### src/hw/rtl/tci_pkg.sv
// Shared widths, constants and beat types of the threshold crossing interpolator.
package tci_pkg;

  localparam int XW   = 16;           // point_x
  localparam int YW   = 24;           // point_y and threshold
  localparam int ErrW = 23;           // point_y_err
  localparam int AW   = YW + 2;       // shifted numerator and denominator terms
  localparam int MW   = AW - 1;       // magnitudes of those terms
  localparam int DxW  = XW;           // magnitude of the x difference
  localparam int PW   = MW + DxW;     // product
  localparam int NW   = PW + 1;       // rounded dividend and quotient
  localparam int RW   = NW + 2;       // interpolated x before saturation
  localparam int AccW = RW + 2;       // sum of the two deviations
  localparam int CntW = $clog2(NW);

  localparam int CxW  = 32;
  localparam int CeW  = 31;

  localparam logic [CxW-1:0] NoCrossX = CxW'(9999);
  localparam logic [CeW-1:0] ErrMax   = {CeW{1'b1}};

  typedef struct packed {
    logic signed [XW-1:0]   point_x;
    logic signed [YW-1:0]   point_y;
    logic        [ErrW-1:0] point_y_err;
    logic                   last_point;
  } in_beat_t;

  typedef struct packed {
    logic                  crossing_found;
    logic signed [CxW-1:0] crossing_x;
    logic        [CeW-1:0] crossing_err;
    logic                  divide_fault;
  } out_beat_t;

endpackage

### src/hw/rtl/threshold_crossing_interpolator_unit.sv
// Threshold crossing interpolator: serial multiply and divide per shifted interpolation.
// A point that does not start a crossing is taken while idle; a last point then passes
// through the emit state, which loads its result beat into the output register once free.
// The crossing point runs up to three interpolations on one shift-add multiplier
// and one restoring divider (one quotient bit a cycle).
// Reset (rst_ni low, asynchronous) clears scan state, the threshold and the output valid.
module threshold_crossing_interpolator_unit (
  input  logic                     clk_i,
  input  logic                     rst_ni,
  input  logic                     in_valid_i,
  output logic                     in_stall_o,
  input  tci_pkg::in_beat_t        in_data_i,
  output logic                     out_valid_o,
  input  logic                     out_stall_i,
  output tci_pkg::out_beat_t       out_data_o,
  input  logic                     cfg_we_i,
  input  logic [tci_pkg::YW-1:0]   cfg_wdata_i
);

  localparam logic [3:0] S_IDLE  = 4'd0;
  localparam logic [3:0] S_SETUP = 4'd1;
  localparam logic [3:0] S_ABS   = 4'd2;
  localparam logic [3:0] S_MUL   = 4'd3;
  localparam logic [3:0] S_PREP  = 4'd4;
  localparam logic [3:0] S_DIV   = 4'd5;
  localparam logic [3:0] S_RES   = 4'd6;
  localparam logic [3:0] S_DEV   = 4'd7;
  localparam logic [3:0] S_ACC   = 4'd8;
  localparam logic [3:0] S_DONE  = 4'd9;
  localparam logic [3:0] S_EMIT  = 4'd10;

  localparam logic [1:0] VarNom = 2'd0;
  localparam logic [1:0] VarUp  = 2'd1;
  localparam logic [1:0] VarDn  = 2'd2;

  logic [3:0] state_q, state_d;
  logic [1:0] var_q, var_d;
  logic [tci_pkg::CntW-1:0] cnt_q, cnt_d;

  logic [tci_pkg::YW-1:0] thr_q;

  logic [tci_pkg::XW-1:0]   prev_x_q, prev_x_d;
  logic [tci_pkg::YW-1:0]   prev_y_q, prev_y_d;
  logic [tci_pkg::ErrW-1:0] prev_err_q, prev_err_d;
  logic have_prev_q, have_prev_d;
  logic found_q, found_d;
  logic [tci_pkg::CxW-1:0] held_x_q, held_x_d;
  logic [tci_pkg::CeW-1:0] held_err_q, held_err_d;
  logic held_fault_q, held_fault_d;

  logic [tci_pkg::XW-1:0]   cur_x_q, cur_x_d;
  logic [tci_pkg::YW-1:0]   cur_y_q, cur_y_d;
  logic [tci_pkg::ErrW-1:0] cur_err_q, cur_err_d;
  logic last_q, last_d;

  logic [tci_pkg::AW-1:0]   a_q, a_d;
  logic [tci_pkg::AW-1:0]   dy_q, dy_d;
  logic [tci_pkg::DxW:0]    dx_q, dx_d;
  logic [tci_pkg::MW-1:0]   mcand_q, mcand_d;
  logic [tci_pkg::MW-1:0]   dv_q, dv_d;
  logic sign_q, sign_d;
  logic [tci_pkg::PW-1:0]   p_q, p_d;
  logic [tci_pkg::NW-1:0]   num_q, num_d;
  logic [tci_pkg::MW-1:0]   rem_q, rem_d;
  logic [tci_pkg::RW-1:0]   r_q, r_d;
  logic [tci_pkg::RW-1:0]   nom_q, nom_d;
  logic [tci_pkg::RW:0]     diff_q, diff_d;
  logic [tci_pkg::AccW-1:0] acc_q, acc_d;
  logic fault_q, fault_d;

  logic out_valid_q, out_valid_d;
  tci_pkg::out_beat_t out_q, out_d;

  logic                     in_acc;
  logic                     straddle;
  logic [tci_pkg::YW:0]     y0k, y1k;
  logic [tci_pkg::MW:0]     mul_sum;
  logic [tci_pkg::MW:0]     trial;
  logic [tci_pkg::MW+1:0]   trial_sub;
  logic [tci_pkg::RW-1:0]   q_ext;
  logic [tci_pkg::AccW-1:0] h_sum;

  assign in_stall_o  = (state_q != S_IDLE);
  assign in_acc      = in_valid_i && !in_stall_o;
  assign out_valid_o = out_valid_q;
  assign out_data_o  = out_q;

  assign straddle = have_prev_q && !found_q &&
      (($signed(prev_y_q) > $signed(thr_q) && $signed(in_data_i.point_y) < $signed(thr_q)) ||
       ($signed(prev_y_q) < $signed(thr_q) && $signed(in_data_i.point_y) > $signed(thr_q)));

  always_comb begin
    y0k = {prev_y_q[tci_pkg::YW-1], prev_y_q};
    y1k = {cur_y_q[tci_pkg::YW-1], cur_y_q};
    case (var_q)
      VarUp: begin
        y0k = y0k + {2'b00, prev_err_q};
        y1k = y1k + {2'b00, cur_err_q};
      end
      VarDn: begin
        y0k = y0k - {2'b00, prev_err_q};
        y1k = y1k - {2'b00, cur_err_q};
      end
      default: ;
    endcase
  end

  assign mul_sum   = {1'b0, p_q[tci_pkg::PW-1:tci_pkg::DxW]} +
                     (p_q[0] ? {1'b0, mcand_q} : '0);
  assign trial     = {rem_q, num_q[tci_pkg::NW-1]};
  assign trial_sub = {1'b0, trial} - {2'b00, dv_q};
  assign q_ext     = {2'b00, num_q};
  assign h_sum     = acc_q + tci_pkg::AccW'(1);

  always_comb begin
    state_d      = state_q;
    var_d        = var_q;
    cnt_d        = cnt_q;
    prev_x_d     = prev_x_q;
    prev_y_d     = prev_y_q;
    prev_err_d   = prev_err_q;
    have_prev_d  = have_prev_q;
    found_d      = found_q;
    held_x_d     = held_x_q;
    held_err_d   = held_err_q;
    held_fault_d = held_fault_q;
    cur_x_d      = cur_x_q;
    cur_y_d      = cur_y_q;
    cur_err_d    = cur_err_q;
    last_d       = last_q;
    a_d          = a_q;
    dy_d         = dy_q;
    dx_d         = dx_q;
    mcand_d      = mcand_q;
    dv_d         = dv_q;
    sign_d       = sign_q;
    p_d          = p_q;
    num_d        = num_q;
    rem_d        = rem_q;
    r_d          = r_q;
    nom_d        = nom_q;
    diff_d       = diff_q;
    acc_d        = acc_q;
    fault_d      = fault_q;
    out_valid_d  = out_valid_q && out_stall_i;
    out_d        = out_q;

    case (state_q)
      S_IDLE: begin
        if (in_acc) begin
          if (straddle) begin
            cur_x_d   = in_data_i.point_x;
            cur_y_d   = in_data_i.point_y;
            cur_err_d = in_data_i.point_y_err;
            last_d    = in_data_i.last_point;
            var_d     = VarNom;
            fault_d   = 1'b0;
            acc_d     = '0;
            state_d   = S_SETUP;
          end else begin
            prev_x_d    = in_data_i.point_x;
            prev_y_d    = in_data_i.point_y;
            prev_err_d  = in_data_i.point_y_err;
            have_prev_d = 1'b1;
            if (in_data_i.last_point) begin
              state_d = S_EMIT;
            end
          end
        end
      end
      S_SETUP: begin
        a_d     = {thr_q[tci_pkg::YW-1], thr_q[tci_pkg::YW-1], thr_q} -
                  {y0k[tci_pkg::YW], y0k};
        dy_d    = {y1k[tci_pkg::YW], y1k} - {y0k[tci_pkg::YW], y0k};
        dx_d    = {cur_x_q[tci_pkg::XW-1], cur_x_q} - {prev_x_q[tci_pkg::XW-1], prev_x_q};
        state_d = S_ABS;
      end
      S_ABS: begin
        mcand_d = a_q[tci_pkg::AW-1] ? tci_pkg::MW'(~a_q + 1'b1) : a_q[tci_pkg::MW-1:0];
        dv_d    = dy_q[tci_pkg::AW-1] ? tci_pkg::MW'(~dy_q + 1'b1) : dy_q[tci_pkg::MW-1:0];
        p_d     = {{tci_pkg::MW{1'b0}},
                   (dx_q[tci_pkg::DxW] ? tci_pkg::DxW'(~dx_q + 1'b1)
                                       : dx_q[tci_pkg::DxW-1:0])};
        sign_d  = a_q[tci_pkg::AW-1] ^ dy_q[tci_pkg::AW-1] ^ dx_q[tci_pkg::DxW];
        cnt_d   = tci_pkg::CntW'(tci_pkg::DxW - 1);
        if (dy_q == '0) begin
          fault_d = 1'b1;
          if (var_q == VarDn) begin
            state_d = S_DONE;
          end else begin
            var_d   = VarDn;
            state_d = S_SETUP;
          end
        end else begin
          state_d = S_MUL;
        end
      end
      S_MUL: begin
        p_d   = {mul_sum, p_q[tci_pkg::DxW-1:1]};
        cnt_d = cnt_q - 1'b1;
        if (cnt_q == '0) begin
          state_d = S_PREP;
        end
      end
      S_PREP: begin
        num_d   = {1'b0, p_q} +
                  {{(tci_pkg::NW - tci_pkg::MW + 1){1'b0}}, dv_q[tci_pkg::MW-1:1]};
        rem_d   = '0;
        cnt_d   = tci_pkg::CntW'(tci_pkg::NW - 1);
        state_d = S_DIV;
      end
      S_DIV: begin
        if (!trial_sub[tci_pkg::MW+1]) begin
          rem_d = trial_sub[tci_pkg::MW-1:0];
          num_d = {num_q[tci_pkg::NW-2:0], 1'b1};
        end else begin
          rem_d = trial[tci_pkg::MW-1:0];
          num_d = {num_q[tci_pkg::NW-2:0], 1'b0};
        end
        cnt_d = cnt_q - 1'b1;
        if (cnt_q == '0) begin
          state_d = S_RES;
        end
      end
      S_RES: begin
        r_d = {{(tci_pkg::RW - tci_pkg::XW){prev_x_q[tci_pkg::XW-1]}}, prev_x_q} +
              (q_ext ^ {tci_pkg::RW{sign_q}}) + tci_pkg::RW'(sign_q);
        if (var_q == VarNom) begin
          nom_d   = r_d;
          var_d   = VarUp;
          state_d = S_SETUP;
        end else begin
          state_d = S_DEV;
        end
      end
      S_DEV: begin
        diff_d  = {r_q[tci_pkg::RW-1], r_q} - {nom_q[tci_pkg::RW-1], nom_q};
        state_d = S_ACC;
      end
      S_ACC: begin
        acc_d = acc_q + tci_pkg::AccW'(diff_q ^ {(tci_pkg::RW+1){diff_q[tci_pkg::RW]}}) +
                tci_pkg::AccW'(diff_q[tci_pkg::RW]);
        if (var_q == VarDn) begin
          state_d = S_DONE;
        end else begin
          var_d   = VarDn;
          state_d = S_SETUP;
        end
      end
      S_DONE: begin
        if ((nom_q[tci_pkg::RW-1:tci_pkg::CxW-1] == '0) ||
            (nom_q[tci_pkg::RW-1:tci_pkg::CxW-1] == '1)) begin
          held_x_d = nom_q[tci_pkg::CxW-1:0];
        end else begin
          held_x_d = {nom_q[tci_pkg::RW-1], {(tci_pkg::CxW-1){~nom_q[tci_pkg::RW-1]}}};
        end
        if (fault_q || (h_sum[tci_pkg::AccW-1:tci_pkg::CeW+1] != '0)) begin
          held_err_d = tci_pkg::ErrMax;
        end else begin
          held_err_d = h_sum[tci_pkg::CeW:1];
        end
        held_fault_d = fault_q;
        found_d      = 1'b1;
        prev_x_d     = cur_x_q;
        prev_y_d     = cur_y_q;
        prev_err_d   = cur_err_q;
        have_prev_d  = 1'b1;
        state_d      = last_q ? S_EMIT : S_IDLE;
      end
      S_EMIT: begin
        if (!out_valid_q || !out_stall_i) begin
          out_valid_d = 1'b1;
          if (found_q) begin
            out_d.crossing_found = 1'b1;
            out_d.crossing_x     = held_x_q;
            out_d.crossing_err   = held_err_q;
            out_d.divide_fault   = held_fault_q;
          end else begin
            out_d.crossing_found = 1'b0;
            out_d.crossing_x     = tci_pkg::NoCrossX;
            out_d.crossing_err   = '0;
            out_d.divide_fault   = 1'b0;
          end
          prev_x_d     = '0;
          prev_y_d     = '0;
          prev_err_d   = '0;
          have_prev_d  = 1'b0;
          found_d      = 1'b0;
          held_x_d     = '0;
          held_err_d   = '0;
          held_fault_d = 1'b0;
          state_d      = S_IDLE;
        end
      end
      default: begin
        state_d = S_IDLE;
      end
    endcase
  end

  always_ff @(posedge clk_i or negedge rst_ni) begin
    if (!rst_ni) begin
      state_q      <= S_IDLE;
      var_q        <= VarNom;
      cnt_q        <= '0;
      thr_q        <= '0;
      prev_x_q     <= '0;
      prev_y_q     <= '0;
      prev_err_q   <= '0;
      have_prev_q  <= 1'b0;
      found_q      <= 1'b0;
      held_x_q     <= '0;
      held_err_q   <= '0;
      held_fault_q <= 1'b0;
      fault_q      <= 1'b0;
      out_valid_q  <= 1'b0;
    end else begin
      state_q      <= state_d;
      var_q        <= var_d;
      cnt_q        <= cnt_d;
      if (cfg_we_i) begin
        thr_q <= cfg_wdata_i;
      end
      prev_x_q     <= prev_x_d;
      prev_y_q     <= prev_y_d;
      prev_err_q   <= prev_err_d;
      have_prev_q  <= have_prev_d;
      found_q      <= found_d;
      held_x_q     <= held_x_d;
      held_err_q   <= held_err_d;
      held_fault_q <= held_fault_d;
      fault_q      <= fault_d;
      out_valid_q  <= out_valid_d;
    end
  end

  always_ff @(posedge clk_i) begin
    cur_x_q   <= cur_x_d;
    cur_y_q   <= cur_y_d;
    cur_err_q <= cur_err_d;
    last_q    <= last_d;
    a_q       <= a_d;
    dy_q      <= dy_d;
    dx_q      <= dx_d;
    mcand_q   <= mcand_d;
    dv_q      <= dv_d;
    sign_q    <= sign_d;
    p_q       <= p_d;
    num_q     <= num_d;
    rem_q     <= rem_d;
    r_q       <= r_d;
    nom_q     <= nom_d;
    diff_q    <= diff_d;
    acc_q     <= acc_d;
    out_q     <= out_d;
  end

  a_new_beat_from_emit: assert property (@(posedge clk_i) disable iff (!rst_ni)
    $rose(out_valid_q) |-> $past(state_q) == S_EMIT)
    else $error("result beat not loaded from emit state");

  a_divisor_nonzero: assert property (@(posedge clk_i) disable iff (!rst_ni)
    (state_q == S_DIV) |-> (dv_q != '0))
    else $error("divide with zero divisor");

  a_no_cross_sentinel: assert property (@(posedge clk_i) disable iff (!rst_ni)
    (out_valid_q && !out_q.crossing_found) |->
      (out_q.crossing_x == tci_pkg::NoCrossX && out_q.crossing_err == '0 &&
       !out_q.divide_fault))
    else $error("bad no-crossing beat");

  a_fault_err_max: assert property (@(posedge clk_i) disable iff (!rst_ni)
    (out_valid_q && out_q.divide_fault) |->
      (out_q.crossing_found && out_q.crossing_err == tci_pkg::ErrMax))
    else $error("fault beat without saturated error");

endmodule

### config.mk
export PLATFORM = sky130hd
export DESIGN_NAME = threshold_crossing_interpolator_unit
export DESIGN_NICKNAME = d
export VERILOG_FILES = /design/src/hw/rtl/tci_pkg.sv /design/src/hw/rtl/threshold_crossing_interpolator_unit.sv
export SDC_FILE = /design/constraint.sdc
export NUM_CORES = 2
export LEC_CHECK = 0
export BUFFER_PORTS_ARGS = -buffer_cell sky130_fd_sc_hd__clkbuf_2
export CAP_MARGIN = 20
export CORE_MARGIN = 4
export CORE_UTILIZATION = 50
export CTS_BUF_LIST = sky130_fd_sc_hd__clkbuf_16
export CTS_CLUSTER_SIZE = 16
export DETAILED_ROUTE_END_ITERATION = 7
export GPL_ROUTABILITY_DRIVEN = 1
export GPL_TIMING_DRIVEN = 0
export MAX_ROUTING_LAYER = met4
export PLACE_DENSITY = 0.68
export SLEW_MARGIN = 25
export SYNTH_ARGS = -nofsm -noshare
export SYNTH_HDL_FRONTEND = slang
export SYNTH_SLANG_ARGS = --single-unit
### constraint.sdc
create_clock -name clk_i -period 21.1 [get_ports clk_i]
set_clock_uncertainty 0.05 [all_clocks]
set_input_delay 4.22 -clock clk_i [delete_from_list [all_inputs] [get_ports clk_i]]
set_output_delay 4.22 -clock clk_i [all_outputs]
set_load 0.02 [all_outputs]
==> After elaboration in Yosys (flattened, before gate mapping) <==
Cells that the tools add are included.
{ "op_classes": {"bitwise": 8, "eq_ne": 22, "n_lt_le_gt_ge": 4, "n_addsub": 20, "n_mux": 63, "reduce_logical": 39} }
{ "ops": {"columns": ["operator", "count"], "rows": [
  ["25-bit case mux with 2 select lines", 3],
  ["25-bit two-way mux", 4],
  ["46-bit two-way mux", 2],
  ["46-bit case mux with 2 select lines", 1],
  ["42-bit case mux with 2 select lines", 1],
  ["41-bit case mux with 2 select lines", 1],
  ["24-bit two-way mux", 3],
  ["24-bit case mux with 3 select lines", 1],
  ["23-bit two-way mux", 3],
  ["23-bit case mux with 3 select lines", 1],
  ["65-bit two-way mux", 1],
  ["16-bit two-way mux", 4],
  ["32-bit two-way mux", 2],
  ["32-bit case mux with 2 select lines", 1],
  ["31-bit two-way mux", 2],
  ["31-bit case mux with 2 select lines", 1],
  ["24-bit by 24-bit adder with 25-bit output", 2],
  ["25-bit by 1-bit adder with 25-bit output (second input constant)", 2],
  ["25-bit inverter", 2],
  ["24-bit by 24-bit subtractor with 25-bit output", 2],
  ["24-bit greater-than comparator", 2],
  ["24-bit less-than comparator", 2],
  ["16-bit case mux with 3 select lines", 1],
  ["46-bit by 1-bit adder with 46-bit output", 1],
  ["53 further kinds", 111]
]} }
{ "totals": {"output_inout_bits": 67, "wordCells": 191, "regBits": 703, "input_bits": 93} }

==> Logic depth before layout (Yosys ltp) <==
{ "depth": {"depth_word": 7, "mapped_depth": 31, "depth_no_buf": 31} }

==> Least setup slack after synthesis <==
No wires, ideal clock.
{ "synth_timing": {"kind": "input port to flip-flop", "startpoint": "input in_data_i[45] in the netlist's numbering", "endpoint": "register acc_q[0] in the netlist's numbering, enable pin", "arrival_ps": 13631, "required_ps": 20353, "stages": 11, "setup_ps": 697, "n_path_buf": 0, "slack_ps": 6721, "path_cell_list": "ha_1 -> a21o_1 -> a21o_1 -> a21oi_1 -> o21ai_0 -> mux2i_1 -> a31o_2 -> or4b_2 -> mux2i_1 -> nand2_1 -> a2111oi_0"} }
{ "synth_via": {"elab_chain_len": 6, "elab_cells_between_ends": 8, "cone_classes": "order compare: 2; eq/ne: 1; reduce/logical: 5"} }
{ "synth_lines": {"columns": ["element", "line", "rtl"], "rows": [
  ["from (decl)", "threshold_crossing_interpolator_unit.sv:12", "input tci_pkg::in_beat_t in_data_i,"],
  ["24-bit less-than comparator or 24-bit greater-than comparator (tied branches)", "threshold_crossing_interpolator_unit.sv:89, threshold_crossing_interpolator_unit.sv:90", null],
  ["1-bit logical AND, on equally long branches", "threshold_crossing_interpolator_unit.sv:89, threshold_crossing_interpolator_unit.sv:90", null],
  ["1-bit logical OR *", "threshold_crossing_interpolator_unit.sv:89", "(($signed(prev_y_q) > $signed(thr_q) && $signed(in_data_i.point_y) < $signed(thr_q)) ||"],
  ["1-bit logical AND *", "threshold_crossing_interpolator_unit.sv:88", "assign straddle = have_prev_q && !found_q &&"],
  ["2-bit != test (no source line) *", null, null],
  ["3-bit AND reduction (no source line) *", null, null],
  ["to (signal assigned)", "threshold_crossing_interpolator_unit.sv:354", "acc_q <= acc_d;"],
  ["to (decl)", "threshold_crossing_interpolator_unit.sv:68", "logic [tci_pkg::AccW-1:0] acc_q, acc_d;"]
]} }
Every way passes the cells marked *; elsewhere a longest branch is shown, timed or not.
A chain may end at the register's enable or synchronous reset.

==> Final worst setup path <==
{ "layout_timing": {"startpoint": "input in_data_i[47] in the netlist's numbering", "endpoint": "register acc_q[41] in the netlist's numbering, enable pin"} }
The elaborated chain is that of the path after synthesis.

==> run metrics <==
outcome finished, final reports clean; setup TNS 0 ns; htree depth 3; final weighted congestion in routability-driven placement 0.963; cell with the largest stage delay on the worst path or4b_2; area grow syn2layout 12.3%; most numerous cell in the Yosys netlist edfxtp_1; Yosys cell types 85; Buf/Inv on CP 8; crit-path most repeated cell buf_2; clk root buf clkbuf_16; DRC violations left 0; vias in the first global route about 35000; Slew Limit Fails 0; critical path cell sequence clkbuf_2 -> ha_1 -> nand4_1 -> o21ai_0 -> a2111oi_0 -> a31o_2 -> or4b_2 -> mux2i_1 -> nand2_1 -> a2111oi_2 -> buf_2 -> buf_4 -> buf_2 -> buf_2 -> buf_2 -> buf_2 -> buf_2; crit path kind in2reg; crit path DAT around 9.5 ns; capturing point of the worst reg2reg path a_q[24]$_DFFE_PP_; CP required roughly 21 ns; WL/cell 20.1 um; Leakage 21.1 nW; die height 312 um; Mapped Nets between 5000 and 6000; Reg2Reg Launch Point var_q[0]$_DFFE_PN0P_; critical path endpoint category flip-flop; share of layout cells above drive strength 1 7.85%; FF+latch count, synth between 700 and 800; Worst-Skew Late Latency 0.66 ns; syn_area_per_cell 9.84 um^2; Detailed Routing Iterations Pass 1 8; Main synth FF type edfxtp_1; dpl cell area between 0.04 and 0.05 mm^2; via/cell ratio between 5 and 6; dpl hpwl about 100 mm; TritonCTS clock tree built; Clock Pin Slew Worst Setup and Hold Paths roughly 0.060 ns; Hold Path Sink held_x_q[25]$_DFFE_PN0P_; die width 312 um; max-cap violation count 0; final setup violating endpoints 0; io pins 160; number of cells on the worst hold path 2; Worst path max stage delay 0.63 ns; largest net degree at the start of global routing 75; routed via count roughly 36000; fraction of registers with async set/reset 23.8%; Max Root-Sink Buffers 3; HP Class reg2reg; PortBufs ~160; PwrDens 193 mW/mm^2; CP Launch Type input pin; die area 0.0972 mm^2; area of the multi-input gates about 0.024 mm^2; RSZ-0062 raised after global routing no; CP Max Fanout 7; count of flip-flops with a built-in enable after synthesis 536; Syn Inst Count 4689; largest area contributor in the netlist edfxtp_1; # Post-CTS Setup Buffers 0; total gr overflow 0; Core ar. approximately 0.09 mm^2; first-pass GRT wire length 194 mm; layout net count approximately 5400; Worst-Margin Slew 1.12 ns; remaining antenna violation count after routing 0; Initial Util 50.3%; # fillers roughly 8000; antenna violations before repair 1; cts hold-fix bufs 0; delay-heaviest family, CP buffers and inverters; Fin. Hold Viols 0; top cells by count, synth edfxtp_1, nor2_1, nand2_1, ha_1, o21ai_0; yosys warns 0; area share of the largest cell type after synthesis 34.9%; relative slew slack between 20% and 30%; Reg area 0.0203 mm^2; synthesized area 0.0461 mm^2; Rows 111; Hold Slack 0.418 ns; minimum clock period after layout about 9 ns; CTS buffer count 83; clock sinks around 700; Placed Instances 6061; post-synthesis sequential area ratio 43.9%; origin of the worst setup path in_data_i[47]; Starting DRT DRC Count between 2000 and 2500; Period Utilization, post-route between 40% and 50%; fmax between 100 and 150 MHz; post-route cell area about 0.052 mm^2; worst reg2reg path depth 28; final wirelength 125 mm; post-CTS sizing 0; Hold Crit Start held_x_q[25]$_DFFE_PN0P_; Overall Global Routing Usage 26.1%; post-route insts no fill 6218; Synth area leaders edfxtp_1, ha_1, dfrtp_1; r2r setup slk 12.61 ns; Max VDD drop 98.8 uV
-- flip-flops by register name (all words and copies together), names as in the netlist, 25 cells and up --
signal,flops
num_q,42
dy_q,26
held_err_q,31
r_q,44
held_x_q,32
nom_q,44
out_data_o,65
p_q,41
rem_q,25
diff_q,45
mcand_q,25
acc_q,46
dv_q,25
a_q,26
-- per-layer routing --
layer / share of wire, % / GRT usage [%] / vias up
li1: - / - / 17500
met1: 40 / 29.6 / 16900
met2: 50 / 46.1 / 945
met3: 4.0 / 2.95 / 291
met4: 5.5 / 12.4 / 0
met5: 0 / - / -
-- power breakdown --
part	leakage [nW]	switching (mW)	internal [mW]
Sequential	6.94	0.369	2.30
Clock	1.45	0.585	0.883
Combinational	12.7	3.44	2.43
Total	21.1	4.39	5.62
-- through the flow --
step           setup slack, ns  total power [mW]  util [%]
2_1_floorplan             6.72              6.97         -
3_3_place_gp              2.03              8.38      52.8
3_5_place_dp             11.27              8.49      53.4
4_1_cts                  11.96              10.0      56.5
5_1_grt                  11.73              10.8      56.5
6_report                 11.93              10.0      56.5
-- layout by cell type (no fill, tap or decap), types with 39 or more instances in the layout --
cell	netlist	final
mux2i_1	40	40
nand3_1	93	93
a2bb2oi_1	55	55
nor3_1	88	87
a31oi_1	65	65
clkbuf_1	125	125
clkbuf_16	0	87
o21bai_1	39	39
and3_1	49	48
o21a_1	49	49
xnor2_1	296	296
nor2_1	387	380
a21o_1	121	121
o21ai_0	356	356
a21oi_1	338	338
dfrtp_1	167	166
nor2b_1	72	72
nand2b_1	82	82
edfxtp_1	536	536
inv_1	254	272
nand2_1	377	377
nand4_1	41	41
ha_1	367	367
xor2_1	205	205
and2_1	98	98
clkbuf_2	0	157
-- tightest hold or removal path, stage by stage, from the launching register on --
cell,delay [ns]
dfrtp_1,0.33
nand2_1,0.04
o21ai_0,0.05
-- cell families after synthesis --
kind of cell	after synthesis	share of synthesized area, %
fa+ha+maj	386	10.6
flops	703	43.9
simple gates	1390	14.4
xor+xnor	502	9.56
buf+inv	397	3.24
compound gates	1254	17.0
mux	57	1.28
-- area by class of cell --
class | instances | share of cell area, %
antenna | 2 | 0.00966
buffer | 143 | 1.04
clock buffer | 87 | 4.20
clock inverter | 68 | 1.26
inverter | 254 | 1.85
multi-input combinational | 3589 | 47.2
sequential | 703 | 39.1
tap | 1186 | 2.86
timing repair buffer | 186 | 2.41
-- how the worst max path moves through the flow --
stage | slack (ns) | cells past startpoint | end
3_5_place_dp | 11.27 | 17 | acc_q[42]$_SDFFCE_PN0P_
2_1_floorplan | 6.72 | 11 | acc_q[0]$_SDFFCE_PN0P_
6_report | 11.93 | 17 | acc_q[41]$_SDFFCE_PN0P_
3_3_place_gp | 2.03 | 10 | acc_q[42]$_SDFFCE_PN0P_
5_1_grt | 11.73 | 17 | acc_q[42]$_SDFFCE_PN0P_
4_1_cts | 11.96 | 17 | acc_q[44]$_SDFFCE_PN0P_
No activity file was read; power rests on OpenSTA's default activity.
